## src/rtl/lkvc_pkg.sv

```systemverilog
// Shared constants for the LRU key-value cache.
package lkvc_pkg;

   localparam int ENTRIES = 16;
   localparam int IDX_W   = (ENTRIES > 1) ? $clog2(ENTRIES) : 1;
   localparam int CNT_W   = $clog2(ENTRIES + 1);
   localparam int RANK_W  = IDX_W;
   localparam int DATA_W  = 32;
   localparam int CAP_W   = 5;
   localparam int CAP_RST = 16;

   localparam logic FUNC_GET = 1'b0;
   localparam logic FUNC_PUT = 1'b1;

endpackage

```

## src/rtl/lru_key_value_cache.sv

```systemverilog
// Fully associative key-value cache with least-recently-used replacement.
//
// Channel   Dir   Handshake              Payload
// req_      in    req_tvalid/req_tready  tuser: func; tdata: key, value
// rsp_      out   rsp_tvalid/rsp_tready  tuser: hit, evicted; tdata: read_value, evicted_key
// csr_      in    csr_wr_en              csr_wr_data: capacity_in_use
//
// A request scans every slot through the single read port of the key/value memory with
// one comparator, then the update state writes the store and loads the response register.
// req_tready stays low from acceptance until the response is taken, so a stalled rsp_tready
// holds off requests. reset is synchronous: it clears the valid bits, the occupancy count
// and the sequencer and loads capacity 16.
module lru_key_value_cache (
   input  logic         clock,
   input  logic         reset,
   input  logic         req_tvalid,
   output logic         req_tready,
   input  logic         req_tuser,      // [0] func
   input  logic [63:0]  req_tdata,      // [31:0] key, [63:32] value
   output logic         rsp_tvalid,
   input  logic         rsp_tready,
   output logic [1:0]   rsp_tuser,      // [0] hit, [1] evicted
   output logic [63:0]  rsp_tdata,      // [31:0] read_value, [63:32] evicted_key
   input  logic         csr_wr_en,
   input  logic [4:0]   csr_wr_data     // [4:0] capacity_in_use
);

   localparam int IDX_W  = lkvc_pkg::IDX_W;
   localparam int CNT_W  = lkvc_pkg::CNT_W;
   localparam int RANK_W = lkvc_pkg::RANK_W;
   localparam int DATA_W = lkvc_pkg::DATA_W;
   localparam int N      = lkvc_pkg::ENTRIES;

   localparam logic [1:0] ST_IDLE = 2'd0;
   localparam logic [1:0] ST_SCAN = 2'd1;
   localparam logic [1:0] ST_UPD  = 2'd2;
   localparam logic [1:0] ST_RESP = 2'd3;

   // sequencer and request latch
   logic [1:0]              state_ff, state_in;
   logic [CNT_W-1:0]        cnt_ff, cnt_in;
   logic                    func_ff;
   logic [DATA_W-1:0]       key_ff, val_ff;
   logic [lkvc_pkg::CAP_W-1:0] cap_ff;

   // store
   logic [DATA_W-1:0]       key_mem [N];
   logic [DATA_W-1:0]       val_mem [N];
   logic [RANK_W-1:0]       rank_ff [N];
   logic [N-1:0]            valid_ff;
   logic [CNT_W-1:0]        occ_ff;

   // scan read stage
   logic                    rd_pend_ff;
   logic [IDX_W-1:0]        rd_idx_ff;
   logic [DATA_W-1:0]       rd_key_ff, rd_val_ff;
   logic [IDX_W-1:0]        scan_addr;

   // scan findings
   logic                    found_ff, vict_ok_ff, free_ok_ff;
   logic [IDX_W-1:0]        found_idx_ff, vict_idx_ff, free_idx_ff;
   logic [RANK_W-1:0]       found_rank_ff;
   logic [DATA_W-1:0]       found_val_ff, vict_key_ff;

   // response register
   logic                    rsp_valid_ff;
   logic                    rsp_hit_ff, rsp_evict_ff;
   logic [DATA_W-1:0]       rsp_rval_ff, rsp_ekey_ff;

   // update decode
   logic [CNT_W-1:0]        eff_cap;
   logic                    do_evict, do_fill, do_promote;
   logic [IDX_W-1:0]        tgt_idx;
   logic [RANK_W-1:0]       old_rank, lru_rank;
   logic                    slot_valid, key_match;

   assign req_tready = (state_ff == ST_IDLE);
   assign rsp_tvalid = rsp_valid_ff;
   assign rsp_tuser  = {rsp_evict_ff, rsp_hit_ff};
   assign rsp_tdata  = {rsp_ekey_ff, rsp_rval_ff};

   assign scan_addr  = cnt_ff[IDX_W-1:0];
   assign lru_rank   = RANK_W'(occ_ff - CNT_W'(1));
   assign slot_valid = valid_ff[rd_idx_ff];
   assign key_match  = rd_pend_ff && slot_valid && (rd_key_ff == key_ff);

   // capacity clamp: zero acts as one, above the slot count saturates
   always_comb begin
      if (cap_ff == '0) begin
         eff_cap = CNT_W'(1);
      end else if (32'(cap_ff) > 32'(N)) begin
         eff_cap = CNT_W'(N);
      end else begin
         eff_cap = CNT_W'(cap_ff);
      end
   end

   // what the put/get does once the scan is over
   always_comb begin
      do_evict   = (func_ff == lkvc_pkg::FUNC_PUT) && !found_ff && (occ_ff >= eff_cap)
                   && vict_ok_ff;
      do_fill    = (func_ff == lkvc_pkg::FUNC_PUT) && !found_ff && !do_evict && free_ok_ff;
      do_promote = found_ff || do_evict || do_fill;
      if (found_ff) begin
         tgt_idx  = found_idx_ff;
         old_rank = found_rank_ff;
      end else if (do_evict) begin
         tgt_idx  = vict_idx_ff;
         old_rank = lru_rank;
      end else begin
         tgt_idx  = free_idx_ff;
         old_rank = lru_rank;
      end
   end

   // sequencer
   always_comb begin
      state_in = state_ff;
      cnt_in   = cnt_ff;
      case (state_ff)
         ST_IDLE: begin
            cnt_in = '0;
            if (req_tvalid) begin
               state_in = ST_SCAN;
            end
         end
         ST_SCAN: begin
            if (cnt_ff == CNT_W'(N)) begin
               state_in = ST_UPD;
            end else begin
               cnt_in = cnt_ff + CNT_W'(1);
            end
         end
         ST_UPD: begin
            state_in = ST_RESP;
         end
         ST_RESP: begin
            if (rsp_tready) begin
               state_in = ST_IDLE;
            end
         end
         default: begin
            state_in = ST_IDLE;
         end
      endcase
   end

   always_ff @(posedge clock) begin
      if (reset) begin
         state_ff <= ST_IDLE;
         cnt_ff   <= '0;
         cap_ff   <= lkvc_pkg::CAP_W'(lkvc_pkg::CAP_RST);
      end else begin
         state_ff <= state_in;
         cnt_ff   <= cnt_in;
         if (csr_wr_en) begin
            cap_ff <= csr_wr_data;
         end
      end
   end

   // request latch
   always_ff @(posedge clock) begin
      if (req_tvalid && req_tready) begin
         func_ff <= req_tuser;
         key_ff  <= req_tdata[31:0];
         val_ff  <= req_tdata[63:32];
      end
   end

   // key/value memory: one read a cycle during the scan, one write at update
   always_ff @(posedge clock) begin
      rd_key_ff <= key_mem[scan_addr];
      rd_val_ff <= val_mem[scan_addr];
      if (state_ff == ST_UPD) begin
         if (do_evict || do_fill) begin
            key_mem[tgt_idx] <= key_ff;
         end
         if (do_promote && (func_ff == lkvc_pkg::FUNC_PUT)) begin
            val_mem[tgt_idx] <= val_ff;
         end
      end
   end

   always_ff @(posedge clock) begin
      if (reset) begin
         rd_pend_ff <= 1'b0;
      end else begin
         rd_pend_ff <= (state_ff == ST_SCAN) && (cnt_ff != CNT_W'(N));
      end
      rd_idx_ff <= scan_addr;
   end

   // scan bookkeeping: first key match, the LRU slot, first free slot
   always_ff @(posedge clock) begin
      if (state_ff == ST_IDLE) begin
         found_ff   <= 1'b0;
         vict_ok_ff <= 1'b0;
         free_ok_ff <= 1'b0;
      end else if ((state_ff == ST_SCAN) && rd_pend_ff) begin
         if (key_match && !found_ff) begin
            found_ff      <= 1'b1;
            found_idx_ff  <= rd_idx_ff;
            found_rank_ff <= rank_ff[rd_idx_ff];
            found_val_ff  <= rd_val_ff;
         end
         if (slot_valid && (rank_ff[rd_idx_ff] == lru_rank)) begin
            vict_ok_ff  <= 1'b1;
            vict_idx_ff <= rd_idx_ff;
            vict_key_ff <= rd_key_ff;
         end
         if (!slot_valid && !free_ok_ff) begin
            free_ok_ff  <= 1'b1;
            free_idx_ff <= rd_idx_ff;
         end
      end
   end

   // recency ranks: promoted slot to zero, the more recent ones back by one
   always_ff @(posedge clock) begin
      if ((state_ff == ST_UPD) && do_promote) begin
         for (int i = 0; i < N; i++) begin
            if (IDX_W'(i) == tgt_idx) begin
               rank_ff[i] <= '0;
            end else if (valid_ff[i] && (do_fill || (rank_ff[i] < old_rank))) begin
               rank_ff[i] <= rank_ff[i] + RANK_W'(1);
            end
         end
      end
   end

   always_ff @(posedge clock) begin
      if (reset) begin
         valid_ff <= '0;
         occ_ff   <= '0;
      end else if ((state_ff == ST_UPD) && do_fill) begin
         valid_ff[tgt_idx] <= 1'b1;
         occ_ff            <= occ_ff + CNT_W'(1);
      end
   end

   // response register
   always_ff @(posedge clock) begin
      if (reset) begin
         rsp_valid_ff <= 1'b0;
      end else if (state_ff == ST_UPD) begin
         rsp_valid_ff <= 1'b1;
      end else if (rsp_tready) begin
         rsp_valid_ff <= 1'b0;
      end
   end

   always_ff @(posedge clock) begin
      if (state_ff == ST_UPD) begin
         rsp_hit_ff   <= found_ff;
         rsp_evict_ff <= do_evict;
         if (func_ff == lkvc_pkg::FUNC_PUT) begin
            rsp_rval_ff <= '0;
         end else if (found_ff) begin
            rsp_rval_ff <= found_val_ff;
         end else begin
            rsp_rval_ff <= '1;
         end
         rsp_ekey_ff  <= do_evict ? vict_key_ff : '0;
      end
   end

   // checks
   a_occ_matches_valid: assert property (@(posedge clock) disable iff (reset)
      $countones(valid_ff) == 32'(occ_ff))
      else $error("occupancy count disagrees with valid bits");

   a_occ_bounded: assert property (@(posedge clock) disable iff (reset)
      32'(occ_ff) <= 32'(N))
      else $error("occupancy above slot count");

   a_one_in_flight: assert property (@(posedge clock) disable iff (reset)
      !(req_tready && rsp_tvalid))
      else $error("request taken while a response is pending");

   a_update_to_resp: assert property (@(posedge clock) disable iff (reset)
      (state_ff == ST_UPD) |=> rsp_tvalid)
      else $error("update did not produce a response");

endmodule

```

## config.mk

```make
export PLATFORM = sky130hd
export DESIGN_NAME = lru_key_value_cache
export DESIGN_NICKNAME = d
export VERILOG_FILES = /design/src/rtl/lkvc_pkg.sv /design/src/rtl/lru_key_value_cache.sv
export SDC_FILE = /design/constraint.sdc
export NUM_CORES = 1
export LEC_CHECK = 0
export BUFFER_PORTS_ARGS = -buffer_cell sky130_fd_sc_hd__buf_2
export CORE_MARGIN = 2
export CORE_UTILIZATION = 55
export DETAILED_ROUTE_END_ITERATION = 10
export PLACE_DENSITY = 0.72
export SLEW_MARGIN = 20
export SYNTH_ARGS = -nofsm -noshare
export SYNTH_HDL_FRONTEND = slang
export SYNTH_SLANG_ARGS = --single-unit
```

## constraint.sdc

```tcl
create_clock -name clock -period 6.9 [get_ports clock]
set_input_delay 0.345 -clock clock [delete_from_list [all_inputs] [get_ports clock]]
set_output_delay 0.345 -clock clock [all_outputs]
set_load 0.01 [all_outputs]
```

==> results_dict.tcl <==
set metrics [dict create \
    status "completed" \
    cts_buffers 139 \
    clock-sinks 1405 \
    fp.dieW_um 318 \
    slew_headroom 0.248 \
    tightestPinTransition_ns 1.12 \
    htreeDepth 4 \
    drt_pass1_iterations 5 \
    final.setup.tns_ns 0 \
    fillers 6360 \
    rows 115 \
    period_share 0.750 \
    cp.arrival_ns 5.62 \
    drc 0 \
    area_growth_pct 14.6 \
    drt_iter0_drc 3247 \
    placed_area_sq_mm 0.0569 \
    skew_ns 0.0328 \
    dr_total_vias 27000 \
    p_leak_nw 19.5 \
    crit_family "simple AND/OR/NAND/NOR gates" \
    max-cap-violations 0 \
    viasPerCell 6.31 \
    syn-num-nets 2728 \
    synth-seq-cells 1405 \
    setup_slack_ns 1.72 \
    post_cts_buffers 0 \
    cp_num_buf_inv 2 \
    regArea_sq_mm 0.0411 \
    drtAntennaViolNets 0 \
    path_max_fanout 46 \
    powerDensity_mw_per_mm2 318 \
    clock_latency_ns 0.77 \
    num_io_pins 143 \
    hold_viol_final 0 \
    wirelength_um 123000 \
    grt_overflow 0 \
    final_core_util 0.633 \
    die_area_sq_mm 0.101 \
    total_power_mw 19.8 \
    yosysSeqAreaShare 0.760 \
    place_inst 3940 \
    synth_flop_cell "edfxtp_1" \
    cts_resized 0 \
    clockBufferDepth 3 \
    synth_top_area_frac 0.721 \
    ys.warnings.count 0 \
    endpoint_kind "flop" \
    clockRootBuffer "clkbuf_16" \
    grt_max_degree 129 \
    holdBufCountCts 77 \
    grt_usage 0.247 \
    postSynthAreaPerCell_sq_um 21.0 \
    grt_pass1_wl_um 183000 \
    whs_ns 0.0794 \
    drive_gt1_frac 0.263 \
    start_util 0.552 \
    cts_tree "done" \
    globalplace.congestion 0.874 \
    post_drt_wl_per_cell_um 28.8 \
    pre_cts_ws_ns 1.68 \
    ir_drop_v 0.000253 \
    cp-start-kind "flop" \
    post-dp-hpwl_um 73000 \
    path_class "reg -> reg" \
    ys_async_sr_fraction 0 \
    netlist_area_sq_mm 0.0541 \
    nNetsFinal 3032 \
    multi_input_area_sq_mm 0.0126 \
    hold_path_class "in -> reg" \
    syn-instance-count 2576 \
    grt_pass1_vias 27300 \
    cts.reportedPaths.clkPinSlew_ns 0.06 \
    dieHeight_um 318 \
    worst_ep_required_time_ns 7.34 \
    grt_setup_unrepaired "no" \
    synth_top_cell_by_area "edfxtp_1" \
    port_buffers 142 \
    maxSlewViolCount 0 \
    slowest_stage "nor2_4" \
    antenna_cells 0 \
    core_sq_mm 0.0980 \
    min_period_ns 5.18 \
    critical_path.max_stage_delay_ns 0.98 \
    synthTopCellsByArea "edfxtp_1, mux4_2, dfxtp_1" \
    setup_viol 0 \
    antenna_found_initial 2 \
    final_area_sq_mm 0.0621 \
    synth_edf_count 1299 \
    netlist-cell-type-count 61 \
    path_cells "nor3_1, nor2_1, nor2_1, ha_1, nand2b_1, a21o_1, a21o_1, a21oi_4, inv_2, a221oi_4, nand2_1, nor2_4, buf_4" \
    max_freq_mhz 193 \
    stdcell_count 4282 \
]
-- flip-flops by register name (all words and copies together), names as in the netlist, 16 cells and up --
signal        flops
val_ff           32
rsp_ekey_ff      32
found_val_ff     32
val_mem         512
rd_key_ff        32
rank_ff          64
rsp_rval_ff      32
vict_key_ff      32
valid_ff         16
key_mem         512
rd_val_ff        32
key_ff           32
-- area by class of cell --
class                   instances  share of cell area
clock buffers                 177              0.0590
clock inverters                79             0.00919
inverters                      53             0.00321
multi-input cells             997               0.203
flip-flops and latches       1405               0.663
well taps                    1287              0.0259
repair buffers                284              0.0365
-- cell usage in the layout (no fill, tap or decap), types with 5 or more instances in the layout --
cell type      instances
and2_1                35
nor2b_1                7
buf_4                 43
xor2_1                50
nor2_1                52
o211ai_1              17
clkbuf_1              35
nor4_1                 7
mux4_2               332
ha_1                  76
nor3b_1               15
clkbuf_16            140
dlygate4sd3_1         77
nor3_1                54
buf_16                 5
clkinvlp_4             5
buf_12                15
mux2i_1               16
buf_2                142
mux4_1                10
nor2_4                33
o31a_1                17
o21ai_0               35
edfxtp_1            1299
nand2_1               42
inv_1                 52
clkinv_2              26
dfxtp_1              101
clkinv_1              28
o2bb2ai_1             10
o21a_1                 8
a21oi_1               47
inv_6                 11
xnor2_1               26
nand3_1               43
-- synth_stat cells (3+ instances only) --
master,count
edfxtp_1,1299
mux4_2,332
dfxtp_1,106
nor2_1,85
clkbuf_1,83
ha_1,77
nor3_1,54
inv_1,52
xor2_1,50
a21oi_1,48
nand2_1,43
nand3_1,43
and2_1,35
o21ai_0,35
xnor2_1,26
buf_1,23
o211ai_1,17
o31a_1,17
mux2i_1,16
nor3b_1,15
buf_2,11
mux4_1,10
o2bb2ai_1,10
nor2b_1,9
nor4_1,8
o21a_1,8
a21o_1,4
nand2b_1,4
nand4_1,4
nor3_2,4
a221o_1,3
a31oi_1,3
and3b_1,3
o2111ai_1,3
-- power by group --
group	internal (mW)	switching, mW	total (mW)
clock	3.91	3.16	7.07
combinational	1.01	1.10	2.12
sequential	10.0	0.550	10.6
total	14.9	4.82	19.8
-- cells by family (layout without fill, tap and decap cells) --
kind of cell | count (synthesis) | in the layout | synth area share
AO/OA/AOI/OAI | 169 | 169 | 0.0215
XOR/XNOR | 76 | 76 | 0.0123
adder cells (fa/ha/maj) | 77 | 77 | 0.0178
buffers and inverters | 174 | 593 | 0.0129
flip-flops | 1405 | 1405 | 0.760
multiplexers | 359 | 359 | 0.146
AND/OR/NAND/NOR | 316 | 316 | 0.0295
-- routing by layer --
layer,share of wire,GRT usage
met1,0.40,0.352
met2,0.49,0.393
met3,0.085,0.0447
met4,0.029,0.0822
met5,0,0
-- path summary, 6_finish.rpt --
check                start               end  slack, ns  cells past startpoint
min                  reset      valid_ff[12]       0.08                      2
max              cap_ff[1]     val_mem[0][4]       1.72                     13
min reg2reg  rd_val_ff[27]  found_val_ff[27]       0.40                      0
max reg2reg      cap_ff[1]     val_mem[0][4]       1.72                     13
-- worst register-to-register path, cell delays in order (launching register included) --
cell	delay, ns
dfxtp_1	0.33
nor3_1	0.22
nor2_1	0.07
nor2_1	0.12
ha_1	0.24
nand2b_1	0.15
a21o_1	0.19
a21o_1	0.28
a21oi_4	0.26
inv_2	0.40
a221oi_4	0.58
nand2_1	0.67
nor2_4	1.00
buf_4	0.36
(Power assumes the default switching activity.)
